### config.mk
export PLATFORM = sky130hd
export DESIGN_NAME = layer_window_mask_unit
export DESIGN_NICKNAME = d
export VERILOG_FILES = /design/src/rtl/core/lwm_pkg.sv /design/src/rtl/core/lwm_combine.sv /design/src/rtl/core/layer_window_mask_unit.sv
export SDC_FILE = /design/constraint.sdc
export NUM_CORES = 1
export LEC_CHECK = 0
export ABC_AREA = 1
export BUFFER_PORTS_ARGS = -buffer_cell sky130_fd_sc_hd__buf_2
export CORE_AREA = 2 2 96 98
export DETAILED_ROUTE_END_ITERATION = 10
export DIE_AREA = 0 0 98 100
export PLACE_DENSITY = 0.94
export SYNTH_ARGS = -nofsm -noshare
export SYNTH_HDL_FRONTEND = slang
export SYNTH_SLANG_ARGS = --single-unit
### constraint.sdc
create_clock -name clk -period 3.2 [get_ports clk]
set_input_delay 0.16 -clock clk [delete_from_list [all_inputs] [get_ports clk]]
set_output_delay 0.16 -clock clk [all_outputs]
set_load 0.02 [all_outputs]
### src/rtl/core/lwm_pkg.sv
`default_nettype none

package lwm_pkg;

  // field widths
  localparam int unsigned X_W          = 8;
  localparam int unsigned NUM_LAYERS   = 6;
  localparam int unsigned NUM_SCR_LYR  = 5;
  localparam int unsigned COLOR_LAYER  = 5;
  localparam int unsigned SEL_W        = 4 * NUM_LAYERS;
  localparam int unsigned LOGIC_W      = 2 * NUM_LAYERS;
  localparam int unsigned SCR_EN_W     = 2 * NUM_SCR_LYR;
  localparam int unsigned CMODE_W      = 4;

  // stream and configuration port widths
  localparam int unsigned IN_TDATA_W   = 8;
  localparam int unsigned OUT_TDATA_W  = 16;
  localparam int unsigned CFG_IDX_W    = 4;
  localparam int unsigned CFG_DATA_W   = 24;

  // register indexes
  typedef enum logic [CFG_IDX_W-1:0] {
    REG_WIN_ONE_LEFT   = 4'd0,
    REG_WIN_ONE_RIGHT  = 4'd1,
    REG_WIN_TWO_LEFT   = 4'd2,
    REG_WIN_TWO_RIGHT  = 4'd3,
    REG_LAYER_SELECT   = 4'd4,
    REG_LAYER_LOGIC    = 4'd5,
    REG_SCREEN_ENABLE  = 4'd6,
    REG_COLOR_MODE     = 4'd7
  } reg_idx_t;

  // window combine operations
  typedef enum logic [1:0] {
    WLOG_OR   = 2'd0,
    WLOG_AND  = 2'd1,
    WLOG_XOR  = 2'd2,
    WLOG_XNOR = 2'd3
  } win_logic_t;

  // color window modes
  typedef enum logic [1:0] {
    CMODE_ALWAYS  = 2'd0,
    CMODE_INSIDE  = 2'd1,
    CMODE_OUTSIDE = 2'd2,
    CMODE_NEVER   = 2'd3
  } color_mode_t;

  // per-layer window result between combine stage and masking stage
  typedef struct packed {
    logic [NUM_LAYERS-1:0] hit;
    logic [NUM_LAYERS-1:0] any;
  } layer_win_t;

endpackage

`default_nettype wire

### src/rtl/core/lwm_combine.sv
`default_nettype none

module lwm_combine (
  input  wire logic                       w1_in,
  input  wire logic                       w2_in,
  input  wire logic [lwm_pkg::SEL_W-1:0]  layer_select,
  input  wire logic [lwm_pkg::LOGIC_W-1:0] layer_logic,
  output lwm_pkg::layer_win_t             win
);
  import lwm_pkg::*;

  // per layer: invert, then pick single window, combine both, or none
  always_comb begin
    logic       en1, en2, w1, w2;
    win_logic_t op;
    win = '0;
    for (int l = 0; l < NUM_LAYERS; l++) begin
      en1 = layer_select[4*l];
      en2 = layer_select[4*l+2];
      w1  = w1_in ^ layer_select[4*l+1];
      w2  = w2_in ^ layer_select[4*l+3];
      op  = win_logic_t'(layer_logic[2*l +: 2]);
      win.any[l] = en1 | en2;
      if (en1 && !en2) begin
        win.hit[l] = w1;
      end else if (!en1 && en2) begin
        win.hit[l] = w2;
      end else if (!en1 && !en2) begin
        win.hit[l] = 1'b0;
      end else begin
        case (op)
          WLOG_OR:   win.hit[l] = w1 | w2;
          WLOG_AND:  win.hit[l] = w1 & w2;
          WLOG_XOR:  win.hit[l] = w1 ^ w2;
          default:   win.hit[l] = ~(w1 ^ w2);
        endcase
      end
    end
  end

endmodule

`default_nettype wire

### src/rtl/core/layer_window_mask_unit.sv
`default_nettype none

// Layer window mask unit: for each pixel column request it returns, for four
// backgrounds, sprites and the color window, whether the pixel is masked on
// the main and on the sub screen. It is a three-stage pipeline (window edge
// compares, per-layer window combine, screen enable and color mode masking)
// that takes one request per clock while the result side does not stall;
// backpressure on the result side stalls all stages without loss.
// Window registers are written through the cfg channel, which is always
// ready; write them only while no request is in flight.

module layer_window_mask_unit (
  input  wire logic                               clk,
  input  wire logic                               rst_n,
  // in_tdata: [7:0] pixel_x
  input  wire logic                               in_tvalid,
  output logic                                    in_tready,
  input  wire logic [lwm_pkg::IN_TDATA_W-1:0]     in_tdata,
  // out_tdata: [5:0] main_layer_mask, [11:6] sub_layer_mask, [15:12] zero
  output logic                                    out_tvalid,
  input  wire logic                               out_tready,
  output logic [lwm_pkg::OUT_TDATA_W-1:0]         out_tdata,
  // configuration write channel
  input  wire logic                               cfg_valid,
  output logic                                    cfg_ready,
  input  wire logic [lwm_pkg::CFG_IDX_W-1:0]      cfg_index,
  input  wire logic [lwm_pkg::CFG_DATA_W-1:0]     cfg_data
);
  import lwm_pkg::*;

  // configuration registers
  logic [X_W-1:0]      w1_left_r, w1_right_r, w2_left_r, w2_right_r;
  logic [SEL_W-1:0]    sel_r;
  logic [LOGIC_W-1:0]  logic_r;
  logic [SCR_EN_W-1:0] scr_en_r;
  logic [CMODE_W-1:0]  cmode_r;

  assign cfg_ready = 1'b1;

  always_ff @(posedge clk) begin
    if (!rst_n) begin
      w1_left_r  <= '0;
      w1_right_r <= '0;
      w2_left_r  <= '0;
      w2_right_r <= '0;
      sel_r      <= '0;
      logic_r    <= '0;
      scr_en_r   <= '0;
      cmode_r    <= '0;
    end else if (cfg_valid) begin
      unique case (cfg_index)
        REG_WIN_ONE_LEFT:  w1_left_r  <= cfg_data[X_W-1:0];
        REG_WIN_ONE_RIGHT: w1_right_r <= cfg_data[X_W-1:0];
        REG_WIN_TWO_LEFT:  w2_left_r  <= cfg_data[X_W-1:0];
        REG_WIN_TWO_RIGHT: w2_right_r <= cfg_data[X_W-1:0];
        REG_LAYER_SELECT:  sel_r      <= cfg_data[SEL_W-1:0];
        REG_LAYER_LOGIC:   logic_r    <= cfg_data[LOGIC_W-1:0];
        REG_SCREEN_ENABLE: scr_en_r   <= cfg_data[SCR_EN_W-1:0];
        REG_COLOR_MODE:    cmode_r    <= cfg_data[CMODE_W-1:0];
        default: ;
      endcase
    end
  end

  // pipeline control: a stage loads when empty or when it drains
  logic s1_v_r, s2_v_r, s3_v_r;
  logic ld1, ld2, ld3;

  assign ld3 = !s3_v_r || out_tready;
  assign ld2 = !s2_v_r || ld3;
  assign ld1 = !s1_v_r || ld2;
  assign in_tready = ld1;

  always_ff @(posedge clk) begin
    if (!rst_n) begin
      s1_v_r <= 1'b0;
      s2_v_r <= 1'b0;
      s3_v_r <= 1'b0;
    end else begin
      if (ld1) s1_v_r <= in_tvalid;
      if (ld2) s2_v_r <= s1_v_r;
      if (ld3) s3_v_r <= s2_v_r;
    end
  end

  // stage 1: window edge compares
  logic [X_W-1:0] px;
  logic           w1_nxt, w2_nxt;
  logic           w1_r, w2_r;

  assign px     = in_tdata[X_W-1:0];
  assign w1_nxt = (px >= w1_left_r) && (px <= w1_right_r);
  assign w2_nxt = (px >= w2_left_r) && (px <= w2_right_r);

  always_ff @(posedge clk) begin
    if (ld1) begin
      w1_r <= w1_nxt;
      w2_r <= w2_nxt;
    end
  end

  // stage 2: per-layer window combine
  layer_win_t win_nxt, win_r;

  lwm_combine u_combine (
    .w1_in        (w1_r),
    .w2_in        (w2_r),
    .layer_select (sel_r),
    .layer_logic  (logic_r),
    .win          (win_nxt)
  );

  always_ff @(posedge clk) begin
    if (ld2) win_r <= win_nxt;
  end

  // stage 3: screen enables and color window mode
  logic [NUM_LAYERS-1:0] main_nxt, sub_nxt, main_r, sub_r;

  function automatic logic color_bit(input logic [1:0] mode_bits, input logic any,
                                     input logic hit);
    color_mode_t mode;
    logic        res;
    mode = color_mode_t'(mode_bits);
    case (mode)
      CMODE_ALWAYS:  res = 1'b1;
      CMODE_INSIDE:  res = any & hit;
      CMODE_OUTSIDE: res = ~(any & hit);
      default:       res = 1'b0;
    endcase
    return res;
  endfunction

  always_comb begin
    for (int l = 0; l < NUM_SCR_LYR; l++) begin
      main_nxt[l] = scr_en_r[l] & win_r.any[l] & win_r.hit[l];
      sub_nxt[l]  = scr_en_r[NUM_SCR_LYR+l] & win_r.any[l] & win_r.hit[l];
    end
    main_nxt[COLOR_LAYER] = color_bit(cmode_r[1:0], win_r.any[COLOR_LAYER],
                                      win_r.hit[COLOR_LAYER]);
    sub_nxt[COLOR_LAYER]  = color_bit(cmode_r[3:2], win_r.any[COLOR_LAYER],
                                      win_r.hit[COLOR_LAYER]);
  end

  always_ff @(posedge clk) begin
    if (ld3) begin
      main_r <= main_nxt;
      sub_r  <= sub_nxt;
    end
  end

  // result channel
  assign out_tvalid = s3_v_r;
  assign out_tdata  = {{(OUT_TDATA_W - 2*NUM_LAYERS){1'b0}}, sub_r, main_r};

endmodule

`default_nettype wire

# Word level (Yosys, flattened, before mapping)
# Index checks and enable logic that the tools add are counted.
dict set report word_totals {
  ff_bits 111
  input_bits 41
  output_inout_bits 19
  word_cells 189
}
dict set report classes {
  magnitude_cmp 4
  eq_ne 23
  muxes 26
  bitwise_logic 64
  n_reduce_logical 55
}
# operator n
set op_table {}
lappend op_table {{1-bit AND} 27}
lappend op_table {{1-bit case mux with 3 select lines} 8}
lappend op_table {{1-bit logical AND} 20}
lappend op_table {{1-bit 2-to-1 mux} 18}
lappend op_table {{1-bit bitwise XOR} 18}
lappend op_table {{2-bit by 1-bit == test with 1-bit output, second input constant} 8}
lappend op_table {{2-bit == test, second input constant} 8}
lappend op_table {{4-bit by 3-bit == test with 1-bit output, second input constant} 4}
lappend op_table {{8-bit >= comparator} 2}
lappend op_table {{8-bit less-or-equal comparator} 2}
lappend op_table {{2-bit zero test} 8}
lappend op_table {{2-bit AND reduction} 8}
lappend op_table {{1-bit zero test} 15}
lappend op_table {{1-bit bitwise OR} 12}
lappend op_table {{4-bit by 2-bit == test with 1-bit output, second input constant} 2}
lappend op_table {{1-bit NOT} 7}
lappend op_table {{4-bit by 1-bit == test with 1-bit output, second input constant} 1}
lappend op_table {{4-bit zero test} 1}
lappend op_table {{1-bit logical OR} 3}

# Depth between registers and ports, before layout
# Gate-level depths: netlist (run 1).
dict set report logic_depth {
  depth_word 7
  ltp_mapped 12
  mapped_depth_nobuf 12
}

# By module
# A second synthesis (run 1) with hierarchy kept.
dict set report unflattened {
  cells_unflattened 691
  area_unflattened_um2 5388.9
}
# mod instances cells_per_inst area_each_um2 seq_area_each_um2
set by_module_without_submodules {}
lappend by_module_without_submodules {layer_window_mask_unit 1 560 4743.3 2482.4}
lappend by_module_without_submodules {lwm_combine 1 131 645.6 0.0}

# Least setup slack after synthesis (run 1)
# Ideal clock, no wire load.
dict set report synth_path {
  kind {flip-flop to flip-flop}
  from {register w1_r}
  to {register win_r[10] in the netlist's numbering, data pin}
  setup_ns 0.253
  arrival_ns 1.360
  required_time_ns 2.947
  setup_slack_ns 1.587
  path_stages_with_launch 9
  n_path_buf 1
  synth_period_minus_slack_ns 1.613
  path_cell_list {edfxtp_1 -> buf_2 -> xnor2_1 -> inv_1 -> ha_1 -> o21ai_0 -> nand3_1 -> nand3_1 -> nand2_1}
}
# item line
set synth_lines {}
lappend synth_lines {{start, declared} layer_window_mask_unit.sv:89} ;# logic w1_r, w2_r;
lappend synth_lines {{start signal, assigned} layer_window_mask_unit.sv:97} ;# w1_r <= w1_nxt;
lappend synth_lines {{end signal, assigned} layer_window_mask_unit.sv:114} ;# if (ld2) win_r <= win_nxt;
lappend synth_lines {{end, declared} layer_window_mask_unit.sv:103} ;# layer_win_t win_nxt, win_r;

==> results by group, run 1 <==
CTS
  • # hold bufs at CTS: 0
  • CTS root buf: clkbuf_8
  • Htree depth: 3
  • Clk slew on worst S/H paths: 0.11 ns
  • Max Root-Sink Buffers: 2
  • Post-cts resize count: 0
  • Clock sink count: approximately 110
  • Worst skew pair latency: 0.38 ns
  • Total clock buffers created by CTS: 9
  • Post-CTS setup buffer count: 0
  • CTS tree: built

Global route
  • Grt total ovfl: 0
  • Initial antenna violation count: 0
  • Largest net degree at the start of global routing: 85
  • First-pass GRT wire length: 20,140 um
  • Number of global-route vias before repair: 4,495
  • Overall Global Routing Usage: 25.47%

Logic synthesis
  • Simple logic cell fraction of the synthesized area: 18.15%
  • Distinct cells, synth: 32
  • Yosys warns: 0
  • Sequential fraction of the synthesis area: roughly 46%
  • Synth Area in Compound Gates: 14.71%
  • Post-Synthesis Cells: 671
  • Main combinational cell family by area after synthesis: simple AND/OR/NAND/NOR gates
  • Post-synth top area cell: dfxtp_1
  • Mux contribution to synthesized area: less than 1%
  • Syn_area_per_cell: 8.026 sq um
  • Top-area cell type share of the netlist area: 31.60%
  • Dominant cells by area after synthesis: dfxtp_1 (32%), edfxtp_1 (14%), ha_1 (8.8%)
  • Synth Area in Adders: 8.829%
  • Synth Area in XOR/XNOR: 1.952%
  • Post-Synthesis Cell Area: about 5400 sq um
  • Post-synthesis sequential element count: ~110

Routing
  • Vias: 4,631
  • Pre-Repair DR Iteration Count: 5
  • DRT Wirelength: 12,230 um
  • Detail Route Antenna Nets: 0
  • DRC: 0
  • Routed vias/inst: 5.586
  • WL/cell: ~15 um
  • DR iter-0 viols: 288

Power
  • PD cells: 468.3 nW/um^2
  • P_leak: ~2.6 nW
  • Worst ir drop on vdd: ~0.22 mV

Place
  • Post-Place Cells: 813
  • Setup WS pre-CTS: ~1.3 ns
  • Final Wtd Congestion: 0.8526
  • PortBufs: 54
  • Detailed-placement wirelength estimate: 8576 um
  • Placed Area: 5629 sq um

Worst setup path
  • CP Launch Point: w2_r
  • R2R setup slack: approximately 1.2 ns
  • Critical-path top delay cell: edfxtp_1
  • WS Path Type: register to register
  • CP Max Fanout: 6
  • Startpoint types: register
  • Worst R2R End: win_r[7]
  • CP dominant cell by count: inv_1
  • Critical path cell sequence: xnor2_1 > inv_1 > ha_1 > a211oi_1 > nand3_1 > o21ai_0 > inv_1
  • Cells on worst reg2reg path: 7
  • Arrival @ worst endpoint: 2.18 ns
  • Capturing element type of the critical path: register
  • Crit path required time: 3.35 ns
  • Largest stage delay on the critical path: 0.59 ns
  • Worst reg2reg path startpoint: w2_r

Die
  • Die Span X: 98 um
  • Die area: approximately 10000 sq um
  • Effective utilization at floorplan: 60.58%
  • Core ar.: 8890 sq um
  • Row cnt: 35
  • Die extent in y: ~100 um
  • # IOs: 60

STA
  • Fmax: 492.3 MHz
  • Worst clock skew: about 0.010 ns
  • Min Tclk post-route: 2.031 ns
  • Total Neg Setup Slack: 0 ns
  • Max_slew headroom: 14.41%
  • Final cycle utilization of the critical path: 63.47%
  • RSZ-0062 raised after global routing: false
  • Final Max Tran Viols: 0
  • Final Hold Fails: 0
  • Worst Max-Slew Pin Slew: between 1 and 1.5 ns
  • Setup ws final: 1.169 ns
  • Final setup viols: 0

Cells and area
  • Finished Layout Cells: between 800 and 900
  • Final net count: 792
  • Diodes inserted: 0
  • Layout cells sized above 1: approximately an eighth
  • Final instance area: ~5900 sq um
  • Area grow syn2layout: 8.783%
  • Finished Core Util: 65.90%

Min path
  • HP Class: input port to register
  • Hold Startpoint: cfg_data[16]
  • WHS Endpoint: sel_r[16]
  • Hold Crit Depth: 3

Job
  • Max Cap Viol: 0

Run status
  • Status: complete, no violations
registers in the layout (all words and copies together) (netlist names):
signal      cells
w2_right_r      8
s1_v_r          1
s2_v_r          1
logic_r        12
w1_left_r       8
main_r          6
w2_left_r       8
scr_en_r       10
w2_r            1
cmode_r         4
w1_right_r      8
win_r          12
sub_r           6
w1_r            1
sel_r          24
out_tvalid      1
cells in the final DEF (no fill, tap or decap), types with 3 or more instances in the layout:
master	instances
nand3b_1	4
ha_1	38
nor2_2	3
nor2_1	112
nand3_1	15
dfxtp_1	85
or2_2	4
nand2_1	85
buf_2	54
a21oi_1	54
edfxtp_1	26
o21ai_0	58
nand4_1	6
inv_1	89
o21ai_1	31
clkbuf_8	9
xnor2_1	12
conb_1	5
a21o_1	4
nand2_2	3
how the worst max path moves through the flow:
stage	cells past startpoint	end	slack (ns)
floorplan	8	win_r[10]	1.59
global placement	7	win_r[9]	1.44
detailed placement	7	win_r[7]	1.26
CTS	7	win_r[7]	1.24
global route	4	in_tready	1.11
finish	7	win_r[7]	1.17
Yosys cell counts, drive strengths merged:
library cell,number
nand2,88
o21ai,90
nand4,6
inv,91
ha,38
edfxtp,26
a21o,4
nor2,117
nand3,16
clkbuf,7
or2,4
a21oi,54
conb,2
a211oi,2
mux2i,2
nand3b,4
buf,20
o21bai,2
o21a,1
xnor2,12
dfxtp,85
worst max-delay path: cells and delay by family (launching register included):
| kind | cells | cell delay (ns) |
|---|---|---|
| DFF | 1 | 0.59 |
| buffers and inverters | 2 | 0.16 |
| and+or+nand+nor | 1 | 0.11 |
| adders and majority gates | 1 | 0.22 |
| xor gates and xnor gates | 1 | 0.31 |
| AOI/OAI and AO/OA | 2 | 0.41 |
through the flow:
stage               total power [mW]  hold slack, ns
finish                         2.743        0.006900
global route                   2.842        0.002372
CTS                            2.729         0.01078
detailed placement             1.820          0.4039
global placement               1.789          0.3935
floorplan                      1.722          0.2913
area by class of cell:
type | instances | area, sq um
fill | 645 | 3032
sequential | 111 | 2482
multi-input combinational | 445 | 2389
inverter | 91 | 341.6
timing repair buffer | 55 | 277.8
tap | 111 | 138.9
clock buffer | 9 | 123.9
clock inverter | 7 | 105.1
logic make-up (layout without fill, tap and decap cells):
logic type      Yosys count  count (layout)
other cells               2               5
flops                   111             111
buf+inv                 118             162
fa+ha+maj                38              38
mux                       2               2
compound gates          153             153
xor+xnor                 12              12
simple gates            235             235
where the power goes:
part	switching (mW)	internal [mW]	leakage (nW)
clock	0.493	0.450	0.111
sequential	0.0261	1.47	0.995
combinational	0.195	0.114	1.48
per-layer routing:
layer  global-route usage (%)  share of wire, %  vias to the layer above
met5                        0                 0                        -
met4                    12.61               4.3                        0
met3                    4.596               7.0                       64
met2                    46.47                50                      212
met1                    28.67                39                     2112
li1                         -                 -                     2243
No activity file was read; power rests on OpenSTA's default activity.
==> inputs of run 2 (changes only) <==
--- a/config.mk
+++ b/config.mk
@@ -5,12 +5,12 @@
 export SDC_FILE = /design/constraint.sdc
 export NUM_CORES = 1
 export LEC_CHECK = 0
-export ABC_AREA = 1
+export ABC_AREA = 0
 export BUFFER_PORTS_ARGS = -buffer_cell sky130_fd_sc_hd__buf_2
-export CORE_AREA = 2 2 96 98
+export CORE_AREA = 2 2 100 102
 export DETAILED_ROUTE_END_ITERATION = 10
-export DIE_AREA = 0 0 98 100
-export PLACE_DENSITY = 0.94
+export DIE_AREA = 0 0 102 104
+export PLACE_DENSITY = 0.9
 export SYNTH_ARGS = -nofsm -noshare
 export SYNTH_HDL_FRONTEND = slang
 export SYNTH_SLANG_ARGS = --single-unit
==> constraint.sdc (replaced) <==
create_clock -name clk -period 1.9 [get_ports clk]
set_input_delay 0.095 -clock clk [delete_from_list [all_inputs] [get_ports clk]]
set_output_delay 0.095 -clock clk [all_outputs]
set_load 0.02 [all_outputs]
==> run 2 against run 1 <==
  * Via count fell by 9.3%
  * Combinational power rose by 74%
  * The flow now finishes with violations (setup timing)
  * Non-clock buffer count up 28
  * Cell area is 9.5% higher
  * Count of clock-buffer cells in the layout up 2
  * Clock skew increased by 0.0065 ns
  * Area after synthesis grew 1.9%
  * Largest cell class is now multi-input combinational cells
  * First-iteration DRC count up 3.8%
  * Final cell count decreased by 7.8%
==> results by group, run 2 <==
Worst setup path
  • CP Max Fanout: 3 (was 6)
  • Worst reg2reg path startpoint: w2_r (unchanged)
  • Worst setup path endpoint: win_r[9] (was win_r[7])
  • R2R setup slack: -0.02 ns (was 1.17 ns)
  • Critical-path top delay cell: edfxtp_1 (unchanged)
  • Startpoint types: register (unchanged)
  • Critical path cell sequence: buf_6 > xor2_2 > ha_1 > nand2b_4 > nand3_2 > o21ai_1 > a311oi_1 (was xnor2_1 > inv_1 > ha_1 > a211oi_1 > nand3_1 > o21ai_0 > inv_1)
  • Largest stage delay on the critical path: 0.53 ns (was 0.59 ns)
  • Worst R2R End: win_r[9] (was win_r[7])
  • Crit path required time: 2.10 ns (was 3.35 ns)
  • Cells on worst reg2reg path: 7 (unchanged)
  • Capturing element type of the critical path: register (unchanged)
  • WS Path Type: register to register (unchanged)
  • Arrival @ worst endpoint: 2.12 ns (was 2.18 ns)
  • CP Launch Point: w2_r (unchanged)

Cells and area
  • Layout cells sized above 1: 17.59% (was 11.98%)
  • Layout fillers: 706 (was 645)
  • Reg with most FFs: sel_r (unchanged)
  • Commonest cells after routing, fill and taps aside: dfxtp_1 (85), nand2_1 (69), buf_2 (54) (was nor2_1 (112), inv_1 (89), nand2_1 (85), dfxtp_1 (85), o21ai_0 (58))
  • Final net count: 705 (was 792)
  • Max FFs per register: 24 (unchanged)
  • Largest regs: sel_r (24), logic_r (12), win_r (12) (unchanged)
  • Area grow syn2layout: 16.85% (was 8.783%)
  • Multi-input logic area: 2909 sq um (was 2389 sq um)
  • Diodes inserted: 0 (unchanged)
  • Register area: 2482 sq um (unchanged)
  • Most common cell after layout, fill and taps aside: dfxtp_1 (was nor2_1)

Power
  • Comb pwr share: 12.4% (was 11.3%)
  • PD cells: 678.1 nW/um^2 (was 468.3 nW/um^2)
  • Worst ir drop on vdd: 0.4143 mV (was 0.2191 mV)
  • Switch Pwr: 1.128 mW (was 713.9 uW)
  • Switching Share: 25.94% (was 26.02%)
  • Sequential Power Share: 56.9% (was 54.4%)
  • Power share of the clock group: 30.8% (was 34.4%)
  • P_int: 3.221 mW (was 2.029 mW)
  • P_leak: 2.564 nW (was 2.583 nW)

STA
  • Setup ws final: -0.02077 ns (was 1.169 ns)
  • Total Neg Setup Slack: -0.02077 ns (was 0 ns)
  • RSZ-0062 raised after global routing: true (was false)
  • Fmax: 520.6 MHz (was 492.3 MHz)
  • Min Tclk post-route: 1.921 ns (was 2.031 ns)
  • Max_slew headroom: 59.41% (was 14.41%)
  • Final Max Tran Viols: 0 (unchanged)
  • Worst clock skew: 0.01664 ns (was 0.01018 ns)
  • Final setup viols: 1 (was 0)
  • Worst Max-Slew Pin Slew: 0.6073 ns (was 1.284 ns)
  • Final Hold Fails: 0 (unchanged)
  • Final cycle utilization of the critical path: 101.1% (was 63.47%)

Global route
  • Grt total ovfl: 0 (unchanged)
  • Overall Global Routing Usage: 22.96% (was 25.47%)
  • First-pass GRT wire length: 19,190 um (was 20,140 um)
  • Initial antenna violation count: 0 (unchanged)
  • Largest net degree at the start of global routing: 86 (was 85)
  • Number of global-route vias before repair: 4,068 (was 4,495)

Routing
  • Detail Route Antenna Nets: 0 (unchanged)
  • Pre-Repair DR Iteration Count: 5 (unchanged)
  • Vias: 4,202 (was 4,631)
  • DRC: 0 (unchanged)
  • Routed vias/inst: 5.500 (was 5.586)
  • DR top layer: met4 (unchanged)
  • Metal-1 WL: 5226 um (was 4713 um)
  • WL/cell: 16.48 um (was 14.75 um)
  • DRT Wirelength: 12,590 um (was 12,230 um)
  • Met2 Routed Length: 6295 um (was 6138 um)
  • DR iter-0 viols: 299 (was 288)
  • Routed wl met3: 700 um (was 850 um)

Logic synthesis
  • Distinct cells, synth: 39 (was 32)
  • Ys flop type: dfxtp_1 (unchanged)
  • Ys async rst share: 0% (unchanged)
  • Most frequent cell after synthesis: dfxtp_1 (was nor2_1)
  • Sequential fraction of the synthesis area: 45.22% (was 46.10%)
  • Post-Synthesis Cell Area: 5489 sq um (was 5385 sq um)
  • Post-synth top area cell: dfxtp_1 (unchanged)
  • Post-synth top cells: dfxtp_1 (85), nand2_1 (69), nor2b_1 (53) (was nor2_1 (112), inv_1 (89), dfxtp_1 (85), nand2_1 (85), o21ai_0 (58))
  • EDFF count, synth: 26 (unchanged)
  • Post-Synthesis Cells: 560 (was 671)
  • Post-synthesis sequential element count: 111 (unchanged)
  • Top-area cell type share of the netlist area: 31.00% (was 31.60%)
  • Syn_area_per_cell: 9.802 sq um (was 8.026 sq um)
  • Yosys warns: 0 (unchanged)
  • Dominant cells by area after synthesis: dfxtp_1 (31%), edfxtp_1 (14%), mux2i_1 (9.5%) (was dfxtp_1 (32%), edfxtp_1 (14%), ha_1 (8.8%))

Die
  • Core ar.: 9549 sq um (was 8890 sq um)
  • Effective utilization at floorplan: 57.48% (was 60.58%)
  • Die area: 10,610 sq um (was 9800 sq um)
  • Die Span X: 102 um (was 98 um)
  • # IOs: 60 (unchanged)
  • Die extent in y: 104 um (was 100 um)
  • Row cnt: 36 (was 35)

Place
  • Setup WS pre-CTS: 0.01938 ns (was 1.257 ns)
  • Detailed-placement wirelength estimate: 8292 um (was 8576 um)
  • Final Wtd Congestion: 0.8706 (was 0.8526)
  • PortBufs: 54 (unchanged)

Run status
  • Status: finished, violations left (was complete, no violations)
  • Violated checks: setup timing

CTS
  • Htree depth: 3 (unchanged)
  • Clock sink count: 111 (unchanged)
  • Max Root-Sink Buffers: 2 (unchanged)
  • CTS tree: built (unchanged)
  • Clk slew on worst S/H paths: 0.10 ns (was 0.11 ns)
  • Total clock buffers created by CTS: 9 (unchanged)
  • CTS root buf: clkbuf_8 (unchanged)
  • Worst skew pair latency: 0.38 ns (about the same)

Min path
  • HP Class: input port to register (unchanged)

Job
  • Max Cap Viol: 0 (unchanged)
[run 2: changes by cell type after synthesis, moves of 10 or more]
cell      change
nor2_1      -105
inv_1        -56
nor2b_1      +53
mux2i_1      +50
o21ai_0      -45
o21ai_1      -31
a21oi_1      -27
a21boi_1     +20
nand2_1      -16
a21boi_0     +13
xor2_1       +12
nand2b_1     +11
xnor2_1      -11
and3_1       +10
[run 2: how the worst min path moves through the flow]
stage,start,endpoint,slack [ns],cells after the start
final,cfg_data[0],sel_r[0],0.07,3
after global routing,cfg_data[0],sel_r[0],0.08,3
after CTS,cfg_data[0],sel_r[0],0.06,3
after detailed placement,cfg_data[13],sel_r[13],0.35,3
after global placement,cfg_data[18],sel_r[18],0.34,3
after floorplan,cfg_data[11],sel_r[11],0.23,2
[run 2: cell families (layout without fill, tap and decap cells)]
family                     after synthesis  count (layout)  share of synthesized area (%)
muxes                                   52              52                          9.483
AOI/OAI and AO/OA                       85              85                          9.915
DFF                                    111             111                          45.22
xor gates and xnor gates                13              13                          2.074
adders and majority gates               38              38                          8.662
buffers and inverters                   64             132                          5.402
and+or+nand+nor                        195             195                          19.10
other                                    2               5                         0.1368
[run 2: what timing repair did]
action	in CTS	in global routing
hold buffers	17	0
cloned	0	0
hold endpoints to repair	17	0
endpoints found under the setup margin	1	6
pin swaps	0	8
gates resized for setup	0	26
setup buffers	3	2
[run 2: final cells by class]
class	count	share of cell area, %
clock inverter	5	0.6243
sequential	111	38.70
timing repair buffer	83	8.584
clock buffer	11	2.204
tap	133	2.595
multi-input combinational	388	45.36
inverter	33	1.931
[run 2: critical path: cells and delay by family, from the launching register on]
kind	cells	cell delay, ns
flip-flops	1	0.53
XOR/XNOR	1	0.16
buffers and inverters	1	0.21
AO/OA/AOI/OAI	2	0.30
adder cells (fa/ha/maj)	1	0.30
AND/OR/NAND/NOR	2	0.24
[run 2: per-layer routing]
layer | vias to the layer above | GRT usage, %
li1 | 2020 | -
met1 | 1984 | 29.13
met2 | 166 | 38.39
met3 | 32 | 3.831
met4 | 0 | 9.429
met5 | - | 0
[run 2: power by group through the flow]
stage          registers, mW  clock network (mW)  logic (mW)
2_1_floorplan           2.52                   0       0.279
3_3_place_gp            2.53                   0       0.389
6_report                2.47                1.34       0.538
3_5_place_dp            2.53                   0       0.417
4_1_cts                 2.47                1.34       0.466
5_1_grt                 2.48                1.44       0.582
[run 2: metrics by stage]
step                      hold WS [ns]  util [%]  total power, mW  instances  instance area [sq um]
final                          0.06601     67.16            4.349        764                   6414
after detailed placement        0.3466     61.10            2.948        726                   5834
after global placement          0.3373     61.10            2.918        726                   5834
after floorplan                 0.2298         -            2.801        563                   5500
after global routing           0.08132     67.16            4.498        764                   6414
after CTS                      0.05943     65.02            4.274        762                   6208
==> inputs of run 3 (changes only) <==
--- a/config.mk
+++ b/config.mk
@@ -10,6 +10,7 @@
 export CORE_AREA = 2 2 100 102
 export DETAILED_ROUTE_END_ITERATION = 10
 export DIE_AREA = 0 0 102 104
+export MAX_ROUTING_LAYER = met4
 export PLACE_DENSITY = 0.9
 export SYNTH_ARGS = -nofsm -noshare
 export SYNTH_HDL_FRONTEND = slang
==> run 3 against run 2 <==
  * The run now ends clean
  * Critical path depth unchanged
  * Die area unchanged
  * Largest power group unchanged
  * First-iteration DRC count down 7.7%
==> results by group, run 3 (synthesis gave the netlist of run 2 again) <==
STA
  • RSZ-0062 raised after global routing: true (unchanged)
  • Fmax: 526.9 MHz (was 520.6 MHz)
  • Final Max Tran Viols: 0 (unchanged)
  • Final setup viols: 0 (was 1)
  • Total Neg Setup Slack: 0 ns (was -0.02077 ns)
  • Worst Max-Slew Pin Slew: 0.6007 ns (was 0.6073 ns)
  • Final cycle utilization of the critical path: 99.89% (was 101.1%)
  • Worst clock skew: 0.01457 ns (was 0.01664 ns)
  • Final Hold Fails: 0 (unchanged)
  • Max_slew headroom: 59.86% (was 59.41%)
  • Min Tclk post-route: 1.898 ns (was 1.921 ns)

Global route
  • First-pass GRT wire length: 19,220 um (was 19,190 um)
  • Number of global-route vias before repair: 4,068 (unchanged)
  • Largest net degree at the start of global routing: 86 (unchanged)
  • Grt total ovfl: 0 (unchanged)
  • Initial antenna violation count: 0 (unchanged)
  • Overall Global Routing Usage: 23.66% (was 22.96%)

Worst setup path
  • Arrival @ worst endpoint: 2.09 ns (was 2.12 ns)
  • Capturing element type of the critical path: register (unchanged)
  • Buf/Inv on CP: 1 (unchanged)
  • Critical path cell sequence: buf_6 > xor2_4 > ha_4 > nand2b_4 > nand3_1 > o21ai_1 > a311oi_1 (was buf_6 > xor2_2 > ha_1 > nand2b_4 > nand3_2 > o21ai_1 > a311oi_1)
  • R2R setup slack: 0.002 ns (was -0.02 ns)
  • Crit path required time: 2.09 ns (was 2.10 ns)
  • Largest stage delay on the critical path: 0.53 ns (about the same)
  • Startpoint types: register (unchanged)
  • Critical-path top delay cell: edfxtp_1 (unchanged)
  • CP Max Fanout: 3 (unchanged)
  • WS Path Type: register to register (unchanged)
  • Family with the most delay on the worst path: flip-flops (unchanged)

Power
  • Worst ir drop on vdd: 0.4155 mV (was 0.4143 mV)
  • Tot Pwr: 4.344 mW (was 4.349 mW)
  • PD cells: 677.3 nW/um^2 (was 678.1 nW/um^2)
  • P_leak: 2.564 nW (unchanged)

Cells and area
  • Largest regs: sel_r (24), logic_r (12), win_r (12) (unchanged)
  • Reg with most FFs: sel_r (unchanged)
  • Commonest cells after routing, fill and taps aside: dfxtp_1 (85), nand2_1 (69), buf_2 (54) (unchanged)
  • Layout cells sized above 1: 17.59% (unchanged)
  • Layout fillers: 706 (unchanged)
  • Multi-input logic area: 2909 sq um (unchanged)
  • Area grow syn2layout: 16.85% (unchanged)
  • Final net count: 705 (unchanged)
  • Final instance area: 6414 sq um (unchanged)
  • Finished Layout Cells: 764 (unchanged)
  • Most common cell after layout, fill and taps aside: dfxtp_1 (unchanged)
  • Register area: 2482 sq um (unchanged)
  • Diodes inserted: 0 (unchanged)
  • Max FFs per register: 24 (unchanged)

Routing
  • DRC: 0 (unchanged)
  • Routed vias/inst: 5.453 (was 5.500)
  • Detail Route Antenna Nets: 0 (unchanged)
  • DRT Wirelength: 12,570 um (was 12,590 um)
  • WL/cell: 16.45 um (was 16.48 um)
  • DR iter-0 viols: 276 (was 299)
  • Vias: 4,166 (was 4,202)
  • Pre-Repair DR Iteration Count: 5 (unchanged)

CTS
  • Total clock buffers created by CTS: 9 (unchanged)
  • Clk slew on worst S/H paths: 0.11 ns (was 0.10 ns)
  • CTS root buf: clkbuf_8 (unchanged)
  • Clock sink count: 111 (unchanged)
  • Max Root-Sink Buffers: 2 (unchanged)
  • CTS tree: built (unchanged)
  • Worst skew pair latency: 0.38 ns (about the same)
  • Htree depth: 3 (unchanged)

Die
  • Effective utilization at floorplan: 57.48% (unchanged)
  • Row cnt: 36 (unchanged)
  • Die Span X: 102 um (unchanged)
  • Die area: 10,610 sq um (unchanged)
  • # IOs: 60 (unchanged)
  • Core ar.: 9549 sq um (unchanged)
  • Die extent in y: 104 um (unchanged)

Place
  • PortBufs: 54 (unchanged)
  • Final Wtd Congestion: 0.8848 (was 0.8706)
  • Post-Place Cells: 726 (unchanged)
  • Placed Area: 5834 sq um (unchanged)
  • Detailed-placement wirelength estimate: 8292 um (unchanged)

Min path
  • HP Class: input port to register (unchanged)

Job
  • Max Cap Viol: 0 (unchanged)

Run status
  • Status: complete, no violations (was finished, violations left)
==> run 3: cell counts in the layout (fill, tap and decap cells not counted) <==
No cell type changed its count.
==> run 3: timing repair <==
item,4_1_cts,5_1_grt
hold endpoints to repair,17,0
pin swaps,0,8
hold buffers,17,0
resized for setup,0,26
setup buffers,3,2
setup endpoints to repair,1,6
==> run 3: worst paths after layout <==
| path | end | depth (start not counted) | start |
|---|---|---|---|
| hold reg to reg | w1_left_r[5] | 2 | w1_left_r[5] |
| setup reg to reg | win_r[8] | 7 | w2_r |
| hold / removal | sel_r[0] | 3 | cfg_data[0] |
| setup / recovery | win_r[8] | 7 | w2_r |
==> run 3: final cells by class <==
cell class / count / area share [%]
clock buffers: 11 / 2.204
clock inverters: 5 / 0.6243
inverters: 33 / 1.931
multi-input cells: 388 / 45.36
flip-flops and latches: 111 / 38.70
well taps: 133 / 2.595
repair buffers: 83 / 8.584
==> run 3: tightest hold or removal path: cells and delay by family <==
family,cells,cell delay [ns]
compound gates,1,0.05
buf+inv,1,0.17
simple gates,1,0.08
==> run 3: report_power, final <==
group	total, mW	internal (mW)	leakage (nW)	switching [mW]
Combinational	0.538	0.251	1.48	0.287
Sequential	2.47	2.44	0.994	0.0285
Clock	1.33	0.526	0.0879	0.807
Total	4.34	3.22	2.56	1.12
==> run 3: per-layer routing <==
metal  GRT usage [%]  share of wire [%]
met5               -                  0
met1           29.47                 41
met3           3.831                6.2
met4           9.429                2.8
met2           38.20                 50
==> run 3: through the flow <==
stage          worst slack (ns)  utilization [%]  hold slack, ns
4_1_cts                -0.02510            65.02         0.05943
2_1_floorplan            0.2798                -          0.2298
6_report               0.002086            67.16         0.06605
3_5_place_dp            0.01938            61.10          0.3466
5_1_grt                 -0.1090            67.16         0.07896
3_3_place_gp             0.1392            61.10          0.3373
